## src/rtl/core/b64e_pkg.sv

```systemverilog
// Shared types, constants and the sextet-to-character mapping for the base64 encoder.
package b64e_pkg;

   // Default depth of the job queue between the front and back parts.
   localparam int B64E_QUEUE_DEPTH = 2;

   // Characters that are not taken from the alphabet.
   localparam logic [7:0] B64E_PAD_CHAR  = 8'h3D;
   localparam logic [7:0] B64E_TERM_CHAR = 8'h00;

   // Alphabet anchors.
   localparam logic [7:0] B64E_UPPER_BASE = 8'h41;
   localparam logic [7:0] B64E_LOWER_BASE = 8'h61 - 8'd26;
   localparam logic [7:0] B64E_DIGIT_BASE = 8'h30 - 8'd52;
   localparam logic [7:0] B64E_STD_62     = 8'h2B;
   localparam logic [7:0] B64E_STD_63     = 8'h2F;
   localparam logic [7:0] B64E_URL_62     = 8'h2D;
   localparam logic [7:0] B64E_URL_63     = 8'h5F;

   // One unit of output work: up to four sextets, padding and the terminator.
   typedef struct packed {
      logic [23:0] group;
      logic [2:0]  sext_cnt;
      logic [1:0]  pad_cnt;
      logic        term;
      logic        url_alpha;
   } b64e_job_type;

   // Map a 6-bit value onto the standard or URL-safe alphabet.
   function automatic logic [7:0] b64e_sextet_char(input logic [5:0] sextet,
                                                   input logic       url_alpha);
      logic [7:0] wide;
      logic [7:0] ch;
      wide = {2'b00, sextet};
      priority if (sextet < 6'd26) begin
         ch = B64E_UPPER_BASE + wide;
      end else if (sextet < 6'd52) begin
         ch = B64E_LOWER_BASE + wide;
      end else if (sextet < 6'd62) begin
         ch = B64E_DIGIT_BASE + wide;
      end else if (sextet == 6'd62) begin
         ch = url_alpha ? B64E_URL_62 : B64E_STD_62;
      end else begin
         ch = url_alpha ? B64E_URL_63 : B64E_STD_63;
      end
      return ch;
   endfunction

endpackage

```

## src/rtl/core/b64e_front.sv

```systemverilog
// Front part: accepts message bytes, gathers groups of three and issues output jobs.
module b64e_front (
   input  logic                  clock,
   input  logic                  reset,
   input  logic                  url_alpha,
   input  logic                  req_valid,
   output logic                  req_ready,
   input  logic [7:0]            req_in_byte,
   input  logic                  req_byte_present,
   input  logic                  req_end_of_message,
   input  logic                  q_full,
   output logic                  q_push,
   output b64e_pkg::b64e_job_type q_job
);
   import b64e_pkg::*;

   logic [15:0] pend_bytes_ff, pend_bytes_in;
   logic [1:0]  pend_count_ff, pend_count_in;
   logic        accept;
   logic        full_group;
   logic [15:0] mid_bytes;
   logic [1:0]  mid_count;
   b64e_job_type job;

   // A transaction is taken whenever the queue has room for its job.
   assign req_ready = !q_full;
   assign accept    = req_valid && req_ready;

   // Classify the item: add its byte, then flush on end of message.
   always_comb begin
      job        = '0;
      full_group = req_byte_present && (pend_count_ff >= 2'd2);
      mid_bytes  = pend_bytes_ff;
      mid_count  = pend_count_ff;
      job.url_alpha = url_alpha;

      if (req_byte_present) begin
         priority if (pend_count_ff >= 2'd2) begin
            job.group    = {pend_bytes_ff, req_in_byte};
            job.sext_cnt = 3'd4;
            mid_bytes    = '0;
            mid_count    = 2'd0;
         end else if (pend_count_ff == 2'd1) begin
            mid_bytes = {pend_bytes_ff[7:0], req_in_byte};
            mid_count = 2'd2;
         end else begin
            mid_bytes = {8'h00, req_in_byte};
            mid_count = 2'd1;
         end
      end

      if (req_end_of_message) begin
         job.term = 1'b1;
         if (mid_count == 2'd1) begin
            job.group    = {mid_bytes[7:0], 16'h0000};
            job.sext_cnt = 3'd2;
            job.pad_cnt  = url_alpha ? 2'd0 : 2'd2;
         end else if (mid_count == 2'd2) begin
            job.group    = {mid_bytes, 8'h00};
            job.sext_cnt = 3'd3;
            job.pad_cnt  = url_alpha ? 2'd0 : 2'd1;
         end
      end

      pend_bytes_in = pend_bytes_ff;
      pend_count_in = pend_count_ff;
      if (accept) begin
         pend_bytes_in = req_end_of_message ? 16'h0000 : mid_bytes;
         pend_count_in = req_end_of_message ? 2'd0 : mid_count;
      end
   end

   // Only items that produce characters become jobs.
   assign q_push = accept && (full_group || req_end_of_message);
   assign q_job  = job;

   // Pending-byte state.
   always_ff @(posedge clock) begin
      if (reset) begin
         pend_count_ff <= 2'd0;
         pend_bytes_ff <= 16'h0000;
      end else begin
         pend_count_ff <= pend_count_in;
         pend_bytes_ff <= pend_bytes_in;
      end
   end

endmodule

```

## src/rtl/core/b64e_queue.sv

```systemverilog
// Job queue that decouples the byte-accepting front from the character-emitting back.
module b64e_queue #(
   parameter int DEPTH = b64e_pkg::B64E_QUEUE_DEPTH
) (
   input  logic                  clock,
   input  logic                  reset,
   input  logic                  push,
   input  b64e_pkg::b64e_job_type push_job,
   output logic                  full,
   input  logic                  pop,
   output logic                  valid,
   output b64e_pkg::b64e_job_type pop_job
);
   import b64e_pkg::*;

   localparam int PTR_W = (DEPTH > 1) ? $clog2(DEPTH) : 1;
   localparam int CNT_W = $clog2(DEPTH + 1);
   localparam logic [PTR_W-1:0] LAST_PTR = PTR_W'(DEPTH - 1);
   localparam logic [CNT_W-1:0] FULL_CNT = CNT_W'(DEPTH);

   b64e_job_type     slot_ff [DEPTH];
   logic [PTR_W-1:0] wr_ptr_ff, wr_ptr_in;
   logic [PTR_W-1:0] rd_ptr_ff, rd_ptr_in;
   logic [CNT_W-1:0] count_ff, count_in;
   logic             do_push, do_pop;

   assign full    = (count_ff == FULL_CNT);
   assign valid   = (count_ff != '0);
   assign pop_job = slot_ff[rd_ptr_ff];
   assign do_push = push && !full;
   assign do_pop  = pop && valid;

   // Pointer and occupancy update.
   always_comb begin
      wr_ptr_in = wr_ptr_ff;
      rd_ptr_in = rd_ptr_ff;
      count_in  = count_ff;
      if (do_push) begin
         wr_ptr_in = (wr_ptr_ff == LAST_PTR) ? '0 : wr_ptr_ff + 1'b1;
      end
      if (do_pop) begin
         rd_ptr_in = (rd_ptr_ff == LAST_PTR) ? '0 : rd_ptr_ff + 1'b1;
      end
      if (do_push && !do_pop) begin
         count_in = count_ff + 1'b1;
      end else if (do_pop && !do_push) begin
         count_in = count_ff - 1'b1;
      end
   end

   always_ff @(posedge clock) begin
      if (reset) begin
         wr_ptr_ff <= '0;
         rd_ptr_ff <= '0;
         count_ff  <= '0;
      end else begin
         wr_ptr_ff <= wr_ptr_in;
         rd_ptr_ff <= rd_ptr_in;
         count_ff  <= count_in;
      end
   end

   // Job storage.
   always_ff @(posedge clock) begin
      if (do_push) begin
         slot_ff[wr_ptr_ff] <= push_job;
      end
   end

endmodule

```

## src/rtl/core/b64e_back.sv

```systemverilog
// Back part: expands each job into the output register, one character per cycle unless stalled.
module b64e_back (
   input  logic                  clock,
   input  logic                  reset,
   input  logic                  q_valid,
   input  b64e_pkg::b64e_job_type q_job,
   output logic                  q_pop,
   output logic                  rsp_valid,
   input  logic                  rsp_ready,
   output logic [7:0]            rsp_out_char,
   output logic                  rsp_last_char
);
   import b64e_pkg::*;

   logic [23:0] group_ff, group_in;
   logic [2:0]  sext_left_ff, sext_left_in;
   logic [1:0]  pad_left_ff, pad_left_in;
   logic        term_ff, term_in;
   logic        url_ff, url_in;
   logic        out_valid_ff, out_valid_in;
   logic [7:0]  out_char_ff, out_char_in;
   logic        out_last_ff, out_last_in;
   logic        busy, emit, last_of_job;
   logic [2:0]  remaining;

   // Characters still owed by the current job.
   assign busy        = (sext_left_ff != 3'd0) || (pad_left_ff != 2'd0) || term_ff;
   assign remaining   = sext_left_ff + {1'b0, pad_left_ff} + {2'b00, term_ff};
   assign last_of_job = (remaining == 3'd1);
   assign emit        = busy && (!out_valid_ff || rsp_ready);
   assign q_pop       = q_valid && (!busy || (emit && last_of_job));

   // Pick the next character and advance the job; load the next job as this one ends or when idle.
   always_comb begin
      group_in     = group_ff;
      sext_left_in = sext_left_ff;
      pad_left_in  = pad_left_ff;
      term_in      = term_ff;
      url_in       = url_ff;
      out_char_in  = out_char_ff;
      out_last_in  = out_last_ff;
      out_valid_in = out_valid_ff && !rsp_ready;

      if (emit) begin
         out_valid_in = 1'b1;
         priority if (sext_left_ff != 3'd0) begin
            out_char_in  = b64e_sextet_char(group_ff[23:18], url_ff);
            out_last_in  = 1'b0;
            group_in     = {group_ff[17:0], 6'b000000};
            sext_left_in = sext_left_ff - 3'd1;
         end else if (pad_left_ff != 2'd0) begin
            out_char_in = B64E_PAD_CHAR;
            out_last_in = 1'b0;
            pad_left_in = pad_left_ff - 2'd1;
         end else begin
            out_char_in = B64E_TERM_CHAR;
            out_last_in = 1'b1;
            term_in     = 1'b0;
         end
      end

      if (q_pop) begin
         group_in     = q_job.group;
         sext_left_in = q_job.sext_cnt;
         pad_left_in  = q_job.pad_cnt;
         term_in      = q_job.term;
         url_in       = q_job.url_alpha;
      end
   end

   // Job progress and output valid.
   always_ff @(posedge clock) begin
      if (reset) begin
         sext_left_ff <= 3'd0;
         pad_left_ff  <= 2'd0;
         term_ff      <= 1'b0;
         out_valid_ff <= 1'b0;
      end else begin
         sext_left_ff <= sext_left_in;
         pad_left_ff  <= pad_left_in;
         term_ff      <= term_in;
         out_valid_ff <= out_valid_in;
      end
   end

   // Payload registers.
   always_ff @(posedge clock) begin
      group_ff    <= group_in;
      url_ff      <= url_in;
      out_char_ff <= out_char_in;
      out_last_ff <= out_last_in;
   end

   assign rsp_valid     = out_valid_ff;
   assign rsp_out_char  = out_char_ff;
   assign rsp_last_char = out_last_ff;

endmodule

```

## src/rtl/core/base64_stream_encoder_core.sv

```systemverilog
// Streaming base64 encoder top level: mode register, front, job queue and back.
// With the back idle, a job for a group or for the end of the message passes a queue slot
// and the back's job registers before its first character leaves the output register.
// Throughput: a transaction every cycle while the job queue has room; the back sends one
// character a cycle unless the output stalls: four for three bytes, up to five for an end.
// Reset (synchronous, active high) clears the pending bytes, the queue, the back and the mode.
module base64_stream_encoder_core #(
   parameter int QUEUE_DEPTH = b64e_pkg::B64E_QUEUE_DEPTH
) (
   input  logic       clock,
   input  logic       reset,
   input  logic       csr_write_enable,
   input  logic       csr_write_data,
   input  logic       req_valid,
   output logic       req_ready,
   input  logic [7:0] req_in_byte,
   input  logic       req_byte_present,
   input  logic       req_end_of_message,
   output logic       rsp_valid,
   input  logic       rsp_ready,
   output logic [7:0] rsp_out_char,
   output logic       rsp_last_char
);
   import b64e_pkg::*;

   logic         url_alpha_ff;
   logic         q_push, q_full, q_pop, q_valid;
   b64e_job_type push_job, pop_job;

   // Mode register.
   always_ff @(posedge clock) begin
      if (reset) begin
         url_alpha_ff <= 1'b0;
      end else if (csr_write_enable) begin
         url_alpha_ff <= csr_write_data;
      end
   end

   b64e_front u_front (
      .clock              (clock),
      .reset              (reset),
      .url_alpha          (url_alpha_ff),
      .req_valid          (req_valid),
      .req_ready          (req_ready),
      .req_in_byte        (req_in_byte),
      .req_byte_present   (req_byte_present),
      .req_end_of_message (req_end_of_message),
      .q_full             (q_full),
      .q_push             (q_push),
      .q_job              (push_job)
   );

   b64e_queue #(
      .DEPTH (QUEUE_DEPTH)
   ) u_queue (
      .clock    (clock),
      .reset    (reset),
      .push     (q_push),
      .push_job (push_job),
      .full     (q_full),
      .pop      (q_pop),
      .valid    (q_valid),
      .pop_job  (pop_job)
   );

   b64e_back u_back (
      .clock         (clock),
      .reset         (reset),
      .q_valid       (q_valid),
      .q_job         (pop_job),
      .q_pop         (q_pop),
      .rsp_valid     (rsp_valid),
      .rsp_ready     (rsp_ready),
      .rsp_out_char  (rsp_out_char),
      .rsp_last_char (rsp_last_char)
   );

   // The front never pushes a job into a full queue.
   a_no_overflow : assert property (@(posedge clock) disable iff (reset)
      q_push |-> !q_full)
      else $error("job pushed into a full queue");

   // The back only pops when a job is waiting.
   a_no_underflow : assert property (@(posedge clock) disable iff (reset)
      q_pop |-> q_valid)
      else $error("job popped from an empty queue");

   // The terminator transaction carries the zero character.
   a_term_is_zero : assert property (@(posedge clock) disable iff (reset)
      (rsp_valid && rsp_last_char) |-> (rsp_out_char == B64E_TERM_CHAR))
      else $error("terminator carries a nonzero character");

   // Every other transaction carries an encoding character, which is never zero.
   a_char_nonzero : assert property (@(posedge clock) disable iff (reset)
      (rsp_valid && !rsp_last_char) |-> (rsp_out_char != B64E_TERM_CHAR))
      else $error("zero character without the last flag");

endmodule
```

## config.mk

```make
export PLATFORM = sky130hd
export DESIGN_NAME = base64_stream_encoder_core
export DESIGN_NICKNAME = d
export VERILOG_FILES = /design/src/rtl/core/b64e_pkg.sv /design/src/rtl/core/b64e_front.sv /design/src/rtl/core/b64e_queue.sv /design/src/rtl/core/b64e_back.sv /design/src/rtl/core/base64_stream_encoder_core.sv
export SDC_FILE = /design/constraint.sdc
export NUM_CORES = 1
export LEC_CHECK = 0
export BUFFER_PORTS_ARGS = -buffer_cell sky130_fd_sc_hd__buf_2
export CORE_ASPECT_RATIO = 0.5
export CORE_MARGIN = 4
export CORE_UTILIZATION = 41
export CTS_CLUSTER_DIAMETER = 80
export DETAILED_ROUTE_END_ITERATION = 8
export SETUP_SLACK_MARGIN = 0.1
export SLEW_MARGIN = 25
export SYNTH_ARGS = -nofsm -noshare
export SYNTH_HDL_FRONTEND = slang
export SYNTH_SLANG_ARGS = --single-unit
```

## constraint.sdc

```tcl
create_clock -name clock -period 5.86 [get_ports clock]
set_input_delay 1.758 -clock clock [delete_from_list [all_inputs] [get_ports clock]]
set_output_delay 1.758 -clock clock [all_outputs]
set_load 0.01 [all_outputs]
```

Word-level counts from Yosys, hierarchy flattened

Memory sizes are Yosys's and may differ from the RTL's. A register that Yosys moved wholly into a read port is not among the register bits.
Cells that the tools add are included.

Register bits after elaboration: 64
Memory bits (writable): 62
Bits of input ports: 16
Output and inout port bits: 11
Word-level logic and storage cells: 117
Memories: 1

$add $sub $neg: 11
Magnitude comparators: 4
Eq/ne operators: 8
Muxes and demuxes: 47
Reductions and logical operators: 32

Memories:

| name            | depth | width | rd ports | clocked after memory_dff | wr ports | RTL line         | source |
|---|---|---|---|---|---|---|---|
| u_queue.slot_ff | 2     | 31    | 1        | 1                        | 1        | b64e_queue.sv:21 | `b64e_job_type slot_ff [DEPTH];` |

Operators with widths:

| cell                                                                          | count |
|---|---|
| 24-bit 2-to-1 mux                                                             | 3 |
| 16-bit 2-to-1 mux                                                             | 4 |
| 29-bit 2-to-1 mux                                                             | 2 |
| 27-bit 2-to-1 mux                                                             | 2 |
| 8-bit 2-to-1 mux                                                              | 5 |
| 30-bit 2-to-1 mux                                                             | 1 |
| 2-bit 2-to-1 mux                                                              | 11 |
| 7-bit by 6-bit adder with 8-bit output (first input constant)                 | 2 |
| 1-bit 2-to-1 mux                                                              | 13 |
| 6-bit less-than comparator (second input constant)                            | 2 |
| 3-bit 2-to-1 mux                                                              | 4 |
| 2-bit nonzero test                                                            | 6 |
| 1-bit logical AND                                                             | 11 |
| 3-bit by 7-bit adder with 8-bit output (first input constant)                 | 1 |
| 7-bit 2-to-1 mux                                                              | 1 |
| 6-bit equality test (second input constant)                                   | 1 |
| 1-bit zero test                                                               | 6 |
| 6-bit by 5-bit less-than comparator with 1-bit output (second input constant) | 1 |
| 6-bit 2-to-1 mux                                                              | 1 |
| 3-bit AND reduction                                                           | 2 |
| 1-bit logical OR                                                              | 5 |
| 2-bit by 1-bit equality test with 1-bit output (second input constant)        | 2 |
| 2-bit equality test (second input constant)                                   | 2 |
| 2-bit inequality test (second input constant)                                 | 2 |
| other kinds (10)                                                              | 12 |

Depth between registers and ports, before layout

Gate-level depths: netlist of the first run.

Word-level depth: 11
Depth in mapped cells: 11
Gate-level depth less buffers: 10

Cells and area by module

Synthesis of the first run repeated with hierarchy kept, for this count alone.

Cells, all modules: 478
Area total of the unflattened synthesis: 6199.7 µm²

By module, submodules not included:

| module                     | times used | cells each | area each (µm²) | seq. area each (µm²) |
|---|---|---|---|---|
| b64e_queue                 | 1          | 121        | 2446.1          | 1961.9 |
| b64e_back                  | 1          | 192        | 2343.5          | 1161.1 |
| b64e_front                 | 1          | 162        | 1376.3          | 360.3 |
| base64_stream_encoder_core | 1          | 3          | 33.8            | 20.0 |

Worst setup path before layout of the first run

OpenSTA, ideal clock, no wires.

Path type: input -> register
From: input port req_valid
To: memory u_queue.slot_ff[0][0] in the netlist's numbering, enable pin
Setup time: 0.458 ns
Data arrival time: 4.295 ns
Data required time: 5.402 ns
Slack: 1.107 ns
Stages: 3
Path buffers: 1
Path through: nand2_1 -> buf_2 -> nor3_1

Word-level cells in the longest chain between the ends: 5

RTL lines:

| element                                | RTL line                         | source |
|---|---|---|
| start, declared                        | base64_stream_encoder_core.sv:14 | `input logic req_valid,` |
| 1-bit logical AND                      | b64e_front.sv:27                 | `assign accept = req_valid && req_ready;` |
| 1-bit logical AND                      | b64e_front.sv:74                 | `assign q_push = accept && (full_group \|\| req_end_of_message);` |
| 1-bit logical AND                      | b64e_queue.sv:30                 | `assign do_push = push && !full;` |
| 1-bit 2-to-1 mux                       | b64e_queue.sv:65                 | `if (do_push) begin` |
| 1-bit 2-to-1 mux (not written as such) | b64e_queue.sv:66                 | `slot_ff[wr_ptr_ff] <= push_job;` |
| end, declared                          | b64e_queue.sv:21                 |  |

No other way between the ends.

==> flow_metrics.py, run 1 <==
metrics = {
    "run_status": {
        "status": "completed",
    },
    "place": {
        "hpwlAfterDp_mm": 7.71,
        "place.gp.congestion": 0.850,
        "numPortBuffers": 26,
    },
    "layout": {
        "synthToLayoutAreaGrowth_pct": 15.2,
        "finalNetCount": 539,
        "drive_above_1_share_pct": 15.9,
        "mostFrequentLayoutCell": "edfxtp_1",
        "num_antenna_cells": 0,
        "multi_input_area_um2": 2220,
        "final_core_util_pct": 49.2,
        "fillCellCount": 1204,
        "seqCellArea_um2": 3510,
        "mostFrequentLayoutCells": "edfxtp_1, o21ai_0, nor2_1, mux2i_1, nand2_1",
    },
    "yosys": {
        "synth_top_cell_by_area": "edfxtp_1",
        "ys_seq_elements": 127,
        "yosysUniqueCellTypes": 62,
        "synthesis.nets": 518,
        "post_synth.cell_area_avg_um2": 12.2,
        "yosys.area.top_type_share_pct": 48.7,
        "synthCells": 487,
        "synth-seq-area-share_pct": 59.2,
        "yosys-top-cells-area": "edfxtp_1, dfxtp_1, mux2i_1",
        "ys_warn_count": 0,
        "synth_edf_count": 96,
        "async_flop_share_pct": 0,
        "synth_ff_type": "edfxtp_1",
        "syn_area_um2": 5920,
    },
    "pwr": {
        "switching_share_pct": 34.3,
        "p_int_mw": 2.34,
        "power_density_nw_per_um2": 522,
        "p_seq_share_pct": 39.8,
        "clkPwrFrac_pct": 30.5,
        "leakage_nw": 2.43,
        "power_switching_mw": 1.22,
        "comb_power_share_pct": 29.7,
        "worst_ir_drop_vdd_mv": 0.278,
        "p_total_mw": 3.56,
    },
    "clock_tree": {
        "cts_buffers": 17,
        "clock_sinks": 127,
        "cts_hold_buf": 0,
        "clk-insertion-delay-late_ns": 0.42,
        "root_buffer": "clkbuf_16",
        "htreeDepth": 4,
        "clkTransAtPathRegs_ns": 0.06,
        "post_cts_buffers": 0,
        "post_cts_resized": 0,
        "max-clock-path-buffers": 2,
        "cts_tree": "built",
    },
    "die": {
        "dieArea_um2": 16500,
        "die_x_um": 178,
        "num_io_pins": 27,
        "num_rows": 30,
        "start_util_pct": 42.7,
        "die_y_um": 93.0,
        "core_area_um2": 13900,
    },
    "timing": {
        "clock.fmax_mhz": 244,
        "drv_slew": 0,
        "tightest_slew_ns": 0.917,
        "whs_ns": 0.505,
        "min_period_ns": 4.10,
        "finalCritPeriodShare_pct": 70.0,
        "max_slew_margin_pct": 38.8,
        "final-hold-violation-count": 0,
        "rsz0062_at_grt": "false",
        "fin_tns_setup_ns": 0,
        "setup_viol": 0,
        "fin_skew_ns": 0.0134,
    },
    "setup_path": {
        "cp-end-kind": "flip-flop",
        "worstPathMaxFanout": 26,
        "cp-start-kind": "primary input",
        "r2r_slack_ns": 2.36,
        "worstSetupPathType": "primary input to flip-flop",
        "crit_required_ns": 6.13,
        "worstPathArrival_ns": 4.37,
    },
    "run": {
        "maxCapViolCount": 0,
    },
    "global_routing": {
        "grt_max_degree": 33,
        "grt.total_usage_pct": 16.1,
        "grt_pass1_vias": 3596,
        "antenna_found_initial": 0,
        "overflow": 0,
        "grt_pass1_wl_mm": 20.2,
    },
    "route": {
        "viasPerCell": 5.48,
        "remaining_drc_errors": 0,
        "dr.pass1.iters": 5,
        "final_antenna_net_count": 0,
        "wl_per_cell_um": 17.6,
        "num_vias": 3905,
        "drt_iter0_markers": 478,
        "drt-total-wl_mm": 12.6,
    },
    "min_path": {
        "hp-class": "flip-flop to flip-flop",
    },
}
## cells in the mapped netlist, types with 5 or more instances
master     count
nand2_1       31
a21oi_1       12
a22o_1        16
clkbuf_1      19
a22oi_1       28
xnor2_1        5
nor3_1         6
nand2b_1       6
inv_1         14
and2_1        11
ha_1          13
mux2i_1       33
o21ai_0       43
nor2b_1        8
buf_2          5
o2bb2ai_1      8
edfxtp_1      96
a211oi_1       8
nor2_1        35
dfxtp_1       31
## sequential cells by signal, summed over array words and instances (netlist names), named ones only
| register | count |
|---|---|
| u_queue.wr_ptr_ff | 1 |
| u_back.url_ff | 1 |
| u_back.sext_left_ff | 3 |
| u_back.rsp_out_char | 8 |
| u_queue.slot_ff | 62 |
| u_back.pad_left_ff | 2 |
| u_back.rsp_valid | 1 |
| u_back.rsp_last_char | 1 |
| u_back.term_ff | 1 |
| u_queue.rd_ptr_ff | 1 |
| url_alpha_ff | 1 |
| u_queue.count_ff | 2 |
| u_front.pend_bytes_ff | 16 |
| u_back.group_ff | 24 |
| u_front.pend_count_ff | 2 |
## power groups by stage
stage	sequential, mW	combinational, mW	clock, mW
2_1_floorplan	1.37	0.843	0
3_3_place_gp	1.43	1.04	0
3_5_place_dp	1.43	1.05	0
4_1_cts	1.42	1.06	1.10
5_1_grt	1.44	1.18	1.15
6_report	1.42	1.06	1.09
## area by class of cell
type                    count  area share, %
well taps                 192           3.52
repair buffers             31           2.46
flip-flops and latches    127           51.4
clock buffers              18           6.29
clock inverters            14           2.66
inverters                  17           1.01
multi-input cells         314           32.6
## critical path, stage by stage
cell and delay [ns]:
buf_2 0.28, clkinv_1 0.55, o21ai_0 0.60, inv_1 0.09, ha_1 0.24, o21ai_0 0.14, and3_1 0.16, buf_4 0.30
a22o_1 0.24
## worst paths after layout
check	start	endpoint	cells past startpoint
max	req_byte_present	u_queue.slot_ff[1][19]	9
min	u_queue.rd_ptr_ff	flip-flop	2
max reg2reg	u_back.term_ff	u_queue.count_ff[1]	9
min reg2reg	u_queue.rd_ptr_ff	flip-flop	2
## per-stage QoR
step	setup WS, ns	cells	instance area [um2]
after floorplan	1.11	487	5920
after global placement	1.46	681	6200
after detailed placement	1.41	681	6200
after CTS	1.84	713	6820
after global routing	1.64	713	6820
final	1.76	713	6820
## kinds of logic after synthesis
kind of cell    after synthesis  share of synthesized area, %
compound gates              135                          15.8
flops                       127                          59.2
simple gates                119                          10.4
buf+inv                      46                          3.57
mux                          36                          6.21
fa+ha+maj                    15                          3.42
xor+xnor                      9                          1.46
## routing by layer
| layer | GRT usage [%] | routed length [um] |
|---|---|---|
| met1 | 24.3 | 6360 |
| met4 | 6.37 | 180 |
| met2 | 22.2 | 5310 |
| met3 | 3.51 | 698 |
| met5 | 0 | 0 |
Note: power is estimated with default switching activity, not from simulation.
==> run 2, diff against run 1 <==
Clock period 5.86 ns to 3.8 ns, I/O delays scaled along.
==> run 2 against run 1 <==
Net effect:
- worst hold slack better by 0.014 ns
- global-route usage increased by 0.19 points
- critical path depth unchanged
- wire length increased by 2.0%
- utilization increased by 0.33 points
- design area increased by 0.66%
- clock skew is 0.0022 ns lower
- clock-buffer cell count shrank 1
- combinational power is 58% higher
- sequential share of layout area is 0.37 points lower
- largest power group unchanged
==> flow_metrics.py, run 2 (synthesized netlist as in run 1, its figures left out) <==
metrics = {
    "setup_path": {
        "cpLargestDelayFamily": "adder cells",
        "crit_required_ns": 3.88,
        "worstSetupPathType": "flip-flop to flip-flop",
        "path_cells": "fa_1, fa_1, xnor2_2, a41oi_4, nor2_4, inv_2, buf_4, o21ai_2, buf_4",
        "max_stage_delay_ns": 0.44,
        "critPathBufInv": 3,
        "cp-start-kind": "flip-flop",
        "slowest_stage": "fa_1",
        "worstPathArrival_ns": 2.88,
        "worstPathMaxFanout": 27,
        "cp-end-kind": "flip-flop",
    },
    "layout": {
        "drive_above_1_share_pct": 17.2,
        "mostFrequentLayoutCell": "edfxtp_1",
        "final_core_util_pct": 49.5,
        "synthToLayoutAreaGrowth_pct": 15.9,
        "finalNetCount": 547,
        "mostFrequentLayoutCells": "edfxtp_1, o21ai_0, nor2_1, mux2i_1, nand2_1",
        "num_antenna_cells": 0,
        "reg.largest.list": "u_queue.slot_ff: 62 flops, u_back.group_ff: 24 flops, u_front.pend_bytes_ff: 16 flops",
        "largest_reg_flops": 62,
        "fillCellCount": 1233,
        "top_register": "u_queue.slot_ff",
    },
    "clock_tree": {
        "root_buffer": "clkbuf_16",
        "cts_buffers": 17,
        "clk-insertion-delay-late_ns": 0.42,
        "clock_sinks": 127,
        "htreeDepth": 4,
        "cts_tree": "built",
        "post_cts_buffers": 0,
        "max-clock-path-buffers": 2,
        "clkTransAtPathRegs_ns": 0.06,
        "cts_hold_buf": 0,
        "post_cts_resized": 0,
    },
    "global_routing": {
        "grt_pass1_vias": 3663,
        "grt_pass1_wl_mm": 20.7,
        "grt_max_degree": 32,
        "grt.total_usage_pct": 16.2,
        "overflow": 0,
        "antenna_found_initial": 0,
    },
    "timing": {
        "fin_skew_ns": 0.0112,
        "setup_ws_ns": 1.00,
        "clock.fmax_mhz": 357,
        "setup_viol": 0,
        "min_period_ns": 2.80,
        "final-hold-violation-count": 0,
        "drv_slew": 0,
        "rsz0062_at_grt": "false",
        "max_slew_margin_pct": 39.3,
        "fin_tns_setup_ns": 0,
        "finalCritPeriodShare_pct": 73.7,
        "tightest_slew_ns": 0.911,
    },
    "pwr": {
        "leakage_nw": 2.46,
        "clkPwrFrac_pct": 30.1,
        "comb_power_share_pct": 30.4,
        "power_switching_mw": 1.91,
        "p_seq_share_pct": 39.5,
        "switching_share_pct": 34.7,
        "p_int_mw": 3.59,
        "power_density_nw_per_um2": 802,
        "worst_ir_drop_vdd_mv": 0.373,
    },
    "die": {
        "core_area_um2": 13900,
        "dieArea_um2": 16500,
        "die_x_um": 178,
        "start_util_pct": 42.7,
        "num_rows": 30,
        "die_y_um": 93.0,
        "num_io_pins": 27,
    },
    "route": {
        "final_antenna_net_count": 0,
        "drt_iter0_markers": 405,
        "remaining_drc_errors": 0,
        "dr.pass1.iters": 6,
        "num_vias": 3967,
        "wl_per_cell_um": 17.8,
        "drt-total-wl_mm": 12.8,
        "viasPerCell": 5.50,
    },
    "place": {
        "numPortBuffers": 26,
        "dp_slack_ns": 0.601,
        "place.gp.congestion": 0.856,
        "hpwlAfterDp_mm": 8.38,
    },
    "run_status": {
        "status": "completed",
    },
    "run": {
        "maxCapViolCount": 0,
    },
    "min_path": {
        "hp-class": "flip-flop to flip-flop",
    },
}
==> run 2: changes by cell type in the layout (fill, tap and decap cells not counted) <==
cell / previous run / this run
inv_8: 2 / 3
clkinv_2: 2 / 1
bufinv_16: 3 / 2
dfxtp_2: 0 / 1
clkbuf_1: 1 / 0
nor2_1: 34 / 35
buf_4: 5 / 13
nor2_2: 1 / 0
inv_6: 4 / 6
dfxtp_4: 1 / 0
==> run 2: worst register-to-register path: cells and delay by family (launching register included) <==
| family | cells | cell delay, ns |
|---|---|---|
| AO/OA/AOI/OAI | 2 | 0.25 |
| XOR/XNOR | 1 | 0.22 |
| adder cells (fa/ha/maj) | 2 | 0.86 |
| buffers and inverters | 3 | 0.60 |
| flip-flops | 1 | 0.34 |
| AND/OR/NAND/NOR | 1 | 0.21 |
==> run 2: routing by layer <==
metal	GRT usage (%)	vias up	share of wire, %
met5	0	-	0
met1	25.4	1930	52
met4	5.02	0	1.4
li1	-	1888	-
met2	21.7	129	41
met3	4.12	20	5.7
==> run 2: stage by stage <==
| stage | std cells | power, mW | cell area (um2) | hold slack [ns] |
|---|---|---|---|---|
| finish | 721 | 5.50 | 6860 | 0.519 |
| global route | 721 | 5.82 | 6860 | 0.548 |
| CTS | 721 | 5.52 | 6860 | 0.521 |
| detailed placement | 689 | 3.86 | 6260 | 0.507 |
| global placement | 689 | 3.85 | 6260 | 0.489 |
| floorplan | 487 | 3.41 | 5930 | 0.471 |
==> run 2: area by class of cell <==
| class | count | area, um2 | share of cell area (%) |
|---|---|---|---|
| Clock buffer | 17 | 425 | 6.20 |
| Multi-Input combinational cell | 314 | 2220 | 32.4 |
| Timing Repair Buffer | 39 | 228 | 3.32 |
| Inverter | 17 | 68.8 | 1.00 |
| Tap cell | 192 | 240 | 3.50 |
| Clock inverter | 15 | 175 | 2.55 |
| Sequential cell | 127 | 3500 | 51.1 |
==> run 2: power groups by stage <==
stage / Combinational (mW) / Sequential, mW / Clock (mW)
CTS: 1.68 / 2.17 / 1.67
finish: 1.67 / 2.17 / 1.66
detailed placement: 1.66 / 2.20 / 0
global route: 1.88 / 2.21 / 1.73
floorplan: 1.30 / 2.11 / 0
global placement: 1.65 / 2.20 / 0
==> run 2: path summary, 6_finish.rpt <==
| check | from | endpoint | slack [ns] | cells after the start |
|---|---|---|---|---|
| hold reg to reg | u_queue.rd_ptr_ff | u_queue.rd_ptr_ff | 0.52 | 2 |
| hold / removal | u_queue.rd_ptr_ff | u_queue.rd_ptr_ff | 0.52 | 2 |
| setup reg to reg | u_back.term_ff | u_back.group_ff[15] | 1.0 | 9 |
| setup / recovery | u_back.term_ff | u_back.group_ff[15] | 1.0 | 9 |
